<file path="config.mk">
export PLATFORM = sky130hd
export DESIGN_NAME = x86_group3_unary_muldiv_alu_core
export DESIGN_NICKNAME = d
export VERILOG_FILES = /design/src/rtl/x86g3_pkg.sv /design/src/rtl/x86g3_front.sv /design/src/rtl/x86g3_div_stage.sv /design/src/rtl/x86g3_finish.sv /design/src/rtl/x86_group3_unary_muldiv_alu_core.sv
export VERILOG_INCLUDE_DIRS = /design/src /design/src/rtl
export SDC_FILE = /design/constraint.sdc
export NUM_CORES = 2
export LEC_CHECK = 0
export BUFFER_PORTS_ARGS = -buffer_cell sky130_fd_sc_hd__buf_2
export CAP_MARGIN = 0
export CORE_MARGIN = 5
export CORE_UTILIZATION = 45
export DETAILED_ROUTE_END_ITERATION = 10
export MAX_ROUTING_LAYER = met4
export PLACE_DENSITY = 0.64
export SETUP_SLACK_MARGIN = 0.15
export SLEW_MARGIN = 20
export SYNTH_ARGS = -nofsm -noshare
export SYNTH_HDL_FRONTEND = slang
export SYNTH_HIERARCHICAL = 1
export SYNTH_SLANG_ARGS = --single-unit
</file>
<file path="constraint.sdc">
create_clock -name aclk -period 99.3 [get_ports aclk]
set_input_delay 14.895 -clock aclk [delete_from_list [all_inputs] [get_ports aclk]]
set_output_delay 14.895 -clock aclk [all_outputs]
set_load 0.01 [all_outputs]
</file>
<file path="src/rtl/x86_group3_unary_muldiv_alu_core_macros.svh">
// Assertion macros for the group-3 execution core.
`ifndef X86_GROUP3_UNARY_MULDIV_ALU_CORE_MACROS_SVH
`define X86_GROUP3_UNARY_MULDIV_ALU_CORE_MACROS_SVH

// Check a property on every clock edge outside reset.
`define G3_ASSERT(lbl, prop, msg) \
    lbl: assert property (@(posedge aclk) disable iff (!aresetn) prop) else $error(msg);

// Check a property on every clock edge, reset included.
`define G3_ASSERT_ALWAYS(lbl, prop, msg) \
    lbl: assert property (@(posedge aclk) prop) else $error(msg);

`endif

</file>
<file path="src/rtl/x86g3_pkg.sv">
// Shared types, codes and helper functions of the group-3 execution core.
package x86g3_pkg;

    localparam logic [2:0] CMD_TEST = 3'd0;
    localparam logic [2:0] CMD_NOT  = 3'd1;
    localparam logic [2:0] CMD_NEG  = 3'd2;
    localparam logic [2:0] CMD_MUL  = 3'd3;
    localparam logic [2:0] CMD_IMUL = 3'd4;
    localparam logic [2:0] CMD_DIV  = 3'd5;
    localparam logic [2:0] CMD_IDIV = 3'd6;

    localparam int FL_CF = 0;
    localparam int FL_PF = 2;
    localparam int FL_AF = 4;
    localparam int FL_ZF = 6;
    localparam int FL_SF = 7;
    localparam int FL_OF = 11;

    // Quotient steps resolved in each divider stage.
    localparam int DIV_STEPS = 4;
    localparam int DIV_STAGES = 16 / DIV_STEPS;

    typedef struct packed {
        logic [2:0]  cmd;
        logic        word;
        logic [15:0] opnd;
        logic [15:0] ax;
        logic [15:0] dx;
        logic [15:0] flags;
        logic [15:0] simple_res;
        logic [15:0] simple_flags;
        logic [31:0] prod;
        logic [4:0]  cost;
        logic        div_ok;
        logic        q_neg;
        logic        r_neg;
    } ctl_t;

    typedef struct packed {
        logic [15:0] rem;
        logic [15:0] quo;
        logic [15:0] dvsr;
    } div_t;

    function automatic logic [15:0] set_szp(input logic [15:0] fl, input logic [15:0] res,
                                            input logic word);
        logic [15:0] f;
        f = fl;
        f[FL_SF] = word ? res[15] : res[7];
        f[FL_ZF] = word ? (res == 16'h0000) : (res[7:0] == 8'h00);
        f[FL_PF] = ~^res[7:0];
        return f;
    endfunction

    function automatic logic [4:0] op_cost(input logic [2:0] cmd, input logic word,
                                           input logic regop);
        logic [4:0] c;
        unique case (cmd)
            CMD_TEST:          c = regop ? 5'd2 : 5'd6;
            CMD_NOT, CMD_NEG:  c = regop ? 5'd2 : 5'd7;
            CMD_MUL, CMD_IMUL: c = word ? (regop ? 5'd21 : 5'd24) : (regop ? 5'd13 : 5'd16);
            CMD_DIV:           c = word ? (regop ? 5'd22 : 5'd25) : (regop ? 5'd14 : 5'd17);
            CMD_IDIV:          c = word ? (regop ? 5'd25 : 5'd28) : (regop ? 5'd17 : 5'd20);
            default:           c = 5'd2;
        endcase
        return c;
    endfunction

endpackage

</file>
<file path="src/rtl/x86g3_front.sv">
// Front stage: decode, simple ops, multiply, divider operand setup.
module x86g3_front import x86g3_pkg::*; (
    input  logic        aclk,
    input  logic        aresetn,
    input  logic        advance,
    input  logic        in_valid,
    input  logic [2:0]  cmd,
    input  logic        word_size,
    input  logic        register_operand,
    input  logic [15:0] operand_in,
    input  logic [15:0] immediate,
    input  logic [15:0] ax_in,
    input  logic [15:0] dx_in,
    input  logic [15:0] flags_in,
    output logic        out_valid,
    output ctl_t        out_ctl,
    output div_t        out_div
);
    logic        valid_reg;
    ctl_t        ctl_reg, ctl_next;
    div_t        div_reg, div_next;
    logic [15:0] src, mask, res_test, res_neg, fl_test, fl_neg;
    logic        msign, idiv, n_neg, d_neg;
    logic [16:0] ma, mb, d17, dmag17;
    logic [33:0] prod34;
    logic [31:0] n32, nmag;
    logic [15:0] chk;

    always_comb begin
        mask = word_size ? 16'hffff : 16'h00ff;
        src  = operand_in & mask;

        res_test = src & immediate & mask;
        fl_test = flags_in;
        fl_test[FL_CF] = 1'b0;
        fl_test[FL_OF] = 1'b0;
        fl_test = set_szp(fl_test, res_test, word_size);

        res_neg = (16'h0000 - src) & mask;
        fl_neg = flags_in;
        fl_neg[FL_CF] = (src != 16'h0000);
        fl_neg[FL_OF] = word_size ? (src == 16'h8000) : (src == 16'h0080);
        fl_neg[FL_AF] = src[4] ^ res_neg[4];
        fl_neg = set_szp(fl_neg, res_neg, word_size);

        msign  = (cmd == CMD_IMUL);
        ma     = word_size ? {msign & ax_in[15], ax_in} : {{9{msign & ax_in[7]}}, ax_in[7:0]};
        mb     = word_size ? {msign & operand_in[15], operand_in}
                           : {{9{msign & operand_in[7]}}, operand_in[7:0]};
        prod34 = 34'($signed(ma) * $signed(mb));

        idiv   = (cmd == CMD_IDIV);
        n32    = word_size ? {dx_in, ax_in} : {{16{idiv & ax_in[15]}}, ax_in};
        n_neg  = idiv & n32[31];
        nmag   = n_neg ? (~n32 + 32'd1) : n32;
        d17    = word_size ? {idiv & operand_in[15], operand_in}
                           : {{9{idiv & operand_in[7]}}, operand_in[7:0]};
        d_neg  = d17[16];
        dmag17 = d_neg ? (~d17 + 17'd1) : d17;
        chk    = word_size ? nmag[31:16] : {8'h00, nmag[15:8]};

        ctl_next.cmd          = cmd;
        ctl_next.word         = word_size;
        ctl_next.opnd         = operand_in;
        ctl_next.ax           = ax_in;
        ctl_next.dx           = dx_in;
        ctl_next.flags        = flags_in;
        ctl_next.simple_res   = (cmd == CMD_NEG) ? res_neg : (~src & mask);
        ctl_next.simple_flags = (cmd == CMD_NEG) ? fl_neg : fl_test;
        ctl_next.prod         = prod34[31:0];
        ctl_next.cost         = op_cost(cmd, word_size, register_operand);
        ctl_next.div_ok       = (dmag17[15:0] != 16'h0000) && (chk < dmag17[15:0]);
        ctl_next.q_neg        = idiv & (n_neg ^ d_neg);
        ctl_next.r_neg        = n_neg;

        div_next.rem  = word_size ? nmag[31:16] : 16'h0000;
        div_next.quo  = nmag[15:0];
        div_next.dvsr = dmag17[15:0];
    end

    always_ff @(posedge aclk) begin
        if (!aresetn) begin
            valid_reg <= 1'b0;
        end else if (advance) begin
            valid_reg <= in_valid;
        end
    end

    always_ff @(posedge aclk) begin
        if (advance) begin
            ctl_reg <= ctl_next;
            div_reg <= div_next;
        end
    end

    assign out_valid = valid_reg;
    assign out_ctl   = ctl_reg;
    assign out_div   = div_reg;
endmodule

</file>
<file path="src/rtl/x86g3_div_stage.sv">
// One divider stage: a few restoring quotient steps, then a register.
module x86g3_div_stage import x86g3_pkg::*; (
    input  logic aclk,
    input  logic aresetn,
    input  logic advance,
    input  logic in_valid,
    input  ctl_t in_ctl,
    input  div_t in_div,
    output logic out_valid,
    output ctl_t out_ctl,
    output div_t out_div
);
    logic valid_reg;
    ctl_t ctl_reg;
    div_t div_reg, div_next;

    always_comb begin
        logic [16:0] diff;
        div_next = in_div;
        for (int i = 0; i < DIV_STEPS; i++) begin
            diff = {div_next.rem, div_next.quo[15]} - {1'b0, div_next.dvsr};
            if (!diff[16]) begin
                div_next.rem = diff[15:0];
                div_next.quo = {div_next.quo[14:0], 1'b1};
            end else begin
                div_next.rem = {div_next.rem[14:0], div_next.quo[15]};
                div_next.quo = {div_next.quo[14:0], 1'b0};
            end
        end
    end

    always_ff @(posedge aclk) begin
        if (!aresetn) begin
            valid_reg <= 1'b0;
        end else if (advance) begin
            valid_reg <= in_valid;
        end
    end

    always_ff @(posedge aclk) begin
        if (advance) begin
            ctl_reg <= in_ctl;
            div_reg <= div_next;
        end
    end

    assign out_valid = valid_reg;
    assign out_ctl   = ctl_reg;
    assign out_div   = div_reg;
endmodule

</file>
<file path="src/rtl/x86g3_finish.sv">
// Finish stage: sign fix, range check, write-back selection, output register.
module x86g3_finish import x86g3_pkg::*; (
    input  logic        aclk,
    input  logic        aresetn,
    input  logic        advance,
    input  logic        in_valid,
    input  ctl_t        in_ctl,
    input  div_t        in_div,
    output logic        m_valid,
    output logic [15:0] m_operand_out,
    output logic        m_operand_write,
    output logic [15:0] m_ax_out,
    output logic        m_ax_write,
    output logic [15:0] m_dx_out,
    output logic        m_dx_write,
    output logic [15:0] m_flags_out,
    output logic        m_divide_error,
    output logic [4:0]  m_cycle_cost
);
    logic        valid_reg;
    logic [15:0] op_reg, op_next, ax_reg, ax_next, dx_reg, dx_next, fl_reg, fl_next;
    logic        opw_reg, opw_next, axw_reg, axw_next, dxw_reg, dxw_next;
    logic        derr_reg, derr_next;
    logic [4:0]  cost_reg;
    logic [15:0] q, r, qs, rs;
    logic        mul_ovf, range_bad;

    always_comb begin
        q  = in_div.quo;
        r  = in_div.rem;
        qs = in_ctl.q_neg ? (~q + 16'd1) : q;
        rs = in_ctl.r_neg ? (~r + 16'd1) : r;

        if (in_ctl.word) begin
            range_bad = in_ctl.q_neg ? (q > 16'h8000) : (q > 16'h7fff);
        end else begin
            range_bad = in_ctl.q_neg ? (q > 16'h0080) : (q > 16'h007f);
        end

        if (in_ctl.cmd == CMD_IMUL) begin
            mul_ovf = in_ctl.word ? !((&in_ctl.prod[31:15]) || !(|in_ctl.prod[31:15]))
                                  : !((&in_ctl.prod[15:7]) || !(|in_ctl.prod[15:7]));
        end else begin
            mul_ovf = in_ctl.word ? (in_ctl.prod[31:16] != 16'h0000)
                                  : (in_ctl.prod[15:8] != 8'h00);
        end

        op_next   = in_ctl.opnd;
        ax_next   = in_ctl.ax;
        dx_next   = in_ctl.dx;
        fl_next   = in_ctl.flags;
        opw_next  = 1'b0;
        axw_next  = 1'b0;
        dxw_next  = 1'b0;
        derr_next = 1'b0;

        case (in_ctl.cmd)
            CMD_TEST: begin
                fl_next = in_ctl.simple_flags;
            end
            CMD_NOT: begin
                op_next  = in_ctl.simple_res;
                opw_next = 1'b1;
            end
            CMD_NEG: begin
                op_next  = in_ctl.simple_res;
                opw_next = 1'b1;
                fl_next  = in_ctl.simple_flags;
            end
            CMD_MUL, CMD_IMUL: begin
                ax_next  = in_ctl.prod[15:0];
                axw_next = 1'b1;
                if (in_ctl.word) begin
                    dx_next  = in_ctl.prod[31:16];
                    dxw_next = 1'b1;
                end
                fl_next[FL_CF] = mul_ovf;
                fl_next[FL_OF] = mul_ovf;
            end
            CMD_DIV, CMD_IDIV: begin
                derr_next = !in_ctl.div_ok || ((in_ctl.cmd == CMD_IDIV) && range_bad);
                if (!derr_next) begin
                    axw_next = 1'b1;
                    if (in_ctl.word) begin
                        ax_next  = qs;
                        dx_next  = rs;
                        dxw_next = 1'b1;
                    end else begin
                        ax_next = {rs[7:0], qs[7:0]};
                    end
                end
            end
            default: begin
            end
        endcase
    end

    always_ff @(posedge aclk) begin
        if (!aresetn) begin
            valid_reg <= 1'b0;
        end else if (advance) begin
            valid_reg <= in_valid;
        end
    end

    always_ff @(posedge aclk) begin
        if (advance) begin
            op_reg   <= op_next;
            opw_reg  <= opw_next;
            ax_reg   <= ax_next;
            axw_reg  <= axw_next;
            dx_reg   <= dx_next;
            dxw_reg  <= dxw_next;
            fl_reg   <= fl_next;
            derr_reg <= derr_next;
            cost_reg <= in_ctl.cost;
        end
    end

    assign m_valid         = valid_reg;
    assign m_operand_out   = op_reg;
    assign m_operand_write = opw_reg;
    assign m_ax_out        = ax_reg;
    assign m_ax_write      = axw_reg;
    assign m_dx_out        = dx_reg;
    assign m_dx_write      = dxw_reg;
    assign m_flags_out     = fl_reg;
    assign m_divide_error  = derr_reg;
    assign m_cycle_cost    = cost_reg;
endmodule

</file>
<file path="src/rtl/x86_group3_unary_muldiv_alu_core.sv">
// Group-3 execution core (TEST/NOT/NEG/MUL/IMUL/DIV/IDIV): pipeline top level.
//
// Usage:
//   Present one instruction on the s_ channel (command, size, operand kind,
//   operand, immediate, AX, DX, flags) with s_valid; it transfers when
//   s_valid and s_ready are both high. One result per instruction leaves on
//   the m_ channel (new operand/AX/DX with write strobes, flags, divide
//   error, clock cost) and transfers when m_valid and m_ready are high.
//   Pipeline: the item passes six register stages (front stage with the
//   multiplier, four divider stages of four quotient steps, finish stage).
//   Throughput: one instruction per cycle when not stalled; the 16-step divider
//   is spread over the four divider stages so every stage takes a new item each
//   cycle the pipe advances. Results leave in input order.
//   Stall: when m_valid is high and m_ready low, the whole pipe holds and
//   s_ready drops; nothing is lost or repeated.
//   Reset: aresetn low clears every stage valid bit; no result is pending
//   afterwards and s_ready is high.
`include "x86_group3_unary_muldiv_alu_core_macros.svh"
module x86_group3_unary_muldiv_alu_core import x86g3_pkg::*; (
    input  logic        aclk,
    input  logic        aresetn,
    input  logic        s_valid,
    output logic        s_ready,
    input  logic [2:0]  s_cmd,
    input  logic        s_word_size,
    input  logic        s_register_operand,
    input  logic [15:0] s_operand_in,
    input  logic [15:0] s_immediate,
    input  logic [15:0] s_ax_in,
    input  logic [15:0] s_dx_in,
    input  logic [15:0] s_flags_in,
    output logic        m_valid,
    input  logic        m_ready,
    output logic [15:0] m_operand_out,
    output logic        m_operand_write,
    output logic [15:0] m_ax_out,
    output logic        m_ax_write,
    output logic [15:0] m_dx_out,
    output logic        m_dx_write,
    output logic [15:0] m_flags_out,
    output logic        m_divide_error,
    output logic [4:0]  m_cycle_cost
);
    // Advance every stage whenever the output register is free or drains.
    logic advance;
    logic vld [DIV_STAGES+1];
    ctl_t ctl [DIV_STAGES+1];
    div_t dv  [DIV_STAGES+1];

    assign advance = !m_valid || m_ready;
    assign s_ready = advance;

    x86g3_front u_front (
        .aclk             (aclk),
        .aresetn          (aresetn),
        .advance          (advance),
        .in_valid         (s_valid),
        .cmd              (s_cmd),
        .word_size        (s_word_size),
        .register_operand (s_register_operand),
        .operand_in       (s_operand_in),
        .immediate        (s_immediate),
        .ax_in            (s_ax_in),
        .dx_in            (s_dx_in),
        .flags_in         (s_flags_in),
        .out_valid        (vld[0]),
        .out_ctl          (ctl[0]),
        .out_div          (dv[0])
    );

    // Chain of divider stages; control travels alongside the partial quotient.
    for (genvar g = 0; g < DIV_STAGES; g++) begin : g_div
        x86g3_div_stage u_stage (
            .aclk      (aclk),
            .aresetn   (aresetn),
            .advance   (advance),
            .in_valid  (vld[g]),
            .in_ctl    (ctl[g]),
            .in_div    (dv[g]),
            .out_valid (vld[g+1]),
            .out_ctl   (ctl[g+1]),
            .out_div   (dv[g+1])
        );
    end

    x86g3_finish u_finish (
        .aclk            (aclk),
        .aresetn         (aresetn),
        .advance         (advance),
        .in_valid        (vld[DIV_STAGES]),
        .in_ctl          (ctl[DIV_STAGES]),
        .in_div          (dv[DIV_STAGES]),
        .m_valid         (m_valid),
        .m_operand_out   (m_operand_out),
        .m_operand_write (m_operand_write),
        .m_ax_out        (m_ax_out),
        .m_ax_write      (m_ax_write),
        .m_dx_out        (m_dx_out),
        .m_dx_write      (m_dx_write),
        .m_flags_out     (m_flags_out),
        .m_divide_error  (m_divide_error),
        .m_cycle_cost    (m_cycle_cost)
    );

    // A faulting divide writes nothing back.
    `G3_ASSERT(a_derr_no_write, m_valid && m_divide_error |-> !m_ax_write && !m_dx_write && !m_operand_write, "divide error with write strobe")
    // DX is only written together with AX.
    `G3_ASSERT(a_dx_with_ax, m_valid && m_dx_write |-> m_ax_write, "DX write without AX write")
    // The pipe is empty right after reset.
    `G3_ASSERT_ALWAYS(a_reset_empty, $past(!aresetn) |-> !m_valid && !vld[0], "valid after reset")
    // Cost stays within the instruction table.
    `G3_ASSERT(a_cost_range, m_valid |-> m_cycle_cost >= 5'd2 && m_cycle_cost <= 5'd28, "cost out of range")
endmodule
</file>
==> run_results.csv <==
group,metric,value,unit
grt,overflow,0,
final_layout,fillers,11855,
grt,antenna_found_initial,15,
placement,io_buffers,163,
clock_network,tritoncts,"done",
clock_network,cts_resized,0,
floorplanning,core_area,135000,µm²
timing,finalSetupViolations,0,
final_layout,syn_to_final_growth,9.82,%
timing,skew,0.0807,ns
floorplanning,ios,164,
floorplanning,placementRows,135,
clock_network,clockRootBuffer,"clkbuf_16",
clock_network,holdBufCountCts,0,
timing,hold_slack,0.391,ns
setup_path,required,84.40,ns
timing,max_freq,32.8,MHz
final_layout,fin_nets,6127,
drt,ant_nets,0,
timing,drv_slew,0,
setup_path,crit_arrival,15.55,ns
floorplanning,die_area,143000,µm²
setup_path,rrSetupSlack,85.08,ns
timing,rsz0062_at_grt,"false",
min_path,holdCritPathClass,"register to register",
synth,syn-num-nets,5984,
drt,viasPerCell,5.50,
setup_path,crit_path_start_kind,"primary input",
timing,hold_viol_final,0,
floorplanning,die_w,379,µm
drt,drt-initial-drc-count,3246,
clock_network,post_cts_buffers,0,
clock_network,clockBufferDepth,3,
drt,wirelength,144000,µm
grt,grt_pass1_wl,226000,µm
timing,timing.setup.tns,0,ns
setup_path,critical_path.endpoint_type,"output port",
grt,grtUsageTotal,20.7,%
setup_path,worst-r2r-cell-count,51,
clock_network,clock_latency,0.72,ns
grt,grt_pass1_vias,39477,
floorplanning,die_h,379,µm
drt,first_pass_iters,6,
grt,grt_max_degree,191,
clock_network,h-tree-depth,3,
synth,syn_area_per_cell,11.7,µm²
timing,worstMarginPinSlew,1.08,ns
drt,drt-wirelength-per-cell,19.9,µm
run_status,status,"complete, no violations",
job,cap_violations,0,
clock_network,path_clk_slew,0.06,ns
synth,syn_area,61200,µm²
setup_path,crit_type,"primary input to output port",
floorplanning,initial_core_util,45.2,%
drt,vias,39867,
timing,finalCritPeriodShare,30.7,%
setup_path,path_max_fanout,12,
placement,dp_hpwl,109000,µm
final_layout,drive_gt1_share,10.0,%
clock_network,cts_buffers,103,
clock_network,cts_sinks,991,
synth,synthCells,5231,
timing,period_minus_slack,30.44,ns
synth,yosys_warnings,6,
min_path,holdPathStages,0,
placement,gp_congestion,0.899,
drt,remaining_drc_errors,0,
timing,slew_headroom,28.0,%
-- metal layers --
layer / up-vias / part of all wire, % / GRT usage [%]
met1: 19557 / 46 / 28.6
met5: - / 0 / -
met2: 1134 / 46 / 32.4
li1: 19006 / - / -
met3: 170 / 6.6 / 3.55
met4: 0 / 2.1 / 4.88
-- worst max-delay path, stage by stage --
cell	delay (ns)
buf_2	0.10
nand2b_4	0.29
buf_2	0.23
-- final timing paths --
kind / startpoint / end
max: m_ready / s_ready
min: g_div[1].u_stage/out_ctl[95]$_DFFE_PP_ / g_div[2].u_stage/out_ctl[95]$_DFFE_PP_
max reg2reg: u_front/out_div[1]$_DFFE_PP_ / g_div[0].u_stage/out_div[46]$_DFFE_PP_
min reg2reg: g_div[1].u_stage/out_ctl[95]$_DFFE_PP_ / g_div[2].u_stage/out_ctl[95]$_DFFE_PP_
-- stage by stage --
stage	area, µm²	util, %	std cells	setup WS [ns]
final	67200	49.7	7252	68.86
after global routing	67200	49.7	7251	68.83
after CTS	67200	49.6	7242	68.84
after detailed placement	63800	47.1	7050	68.85
after global placement	63800	47.1	7050	68.85
after floorplan	61200	-	5231	45.82
-- cells in the final DEF, fill, tap and decap left out, types with 46 or more instances in the layout --
cell and count:
edfxtp_1 985, inv_1 515, nand2_1 482, ha_1 366, fa_1 298, nor2_1 285, a21oi_1 257, o21ai_0 214
xnor2_1 193, buf_2 163, xor2_1 131, and2_1 126, clkbuf_16 103, nand3_1 82, nor3_1 76, nor2b_1 74
o21a_1 72, a21o_1 67, nand2b_1 61, mux2_2 49, mux2i_1 46
-- layout make-up --
type | count | area (µm²) | area share (%)
Clock buffer | 117 | 2630 | 3.91
Sequential cell | 991 | 29700 | 44.2
Inverter | 535 | 2020 | 3.00
Tap cell | 1781 | 2230 | 3.32
Multi-Input combinational cell | 3546 | 28700 | 42.8
Antenna cell | 10 | 25.0 | 0.0372
Timing Repair Buffer | 197 | 1110 | 1.65
Clock inverter | 75 | 756 | 1.12
-- state kept, by name, indices dropped and copies added, names as in the netlist, 4 cells and up --
| name | cells |
|---|---|
| u_finish/m_cycle_cost | 5 |
| g_div.u_stage/out_ctl | 560 |
| u_finish/m_flags_out | 16 |
| u_front/out_div | 46 |
| u_front/out_ctl | 130 |
| g_div.u_stage/out_div | 176 |
| g_div.u_stage/out_valid | 4 |
| u_finish/m_dx_out | 16 |
| u_finish/m_ax_out | 16 |
| u_finish/m_operand_out | 16 |
Power is not shown: default switching activity piles up to over one toggle a cycle in this logic, so the estimate is an artifact.
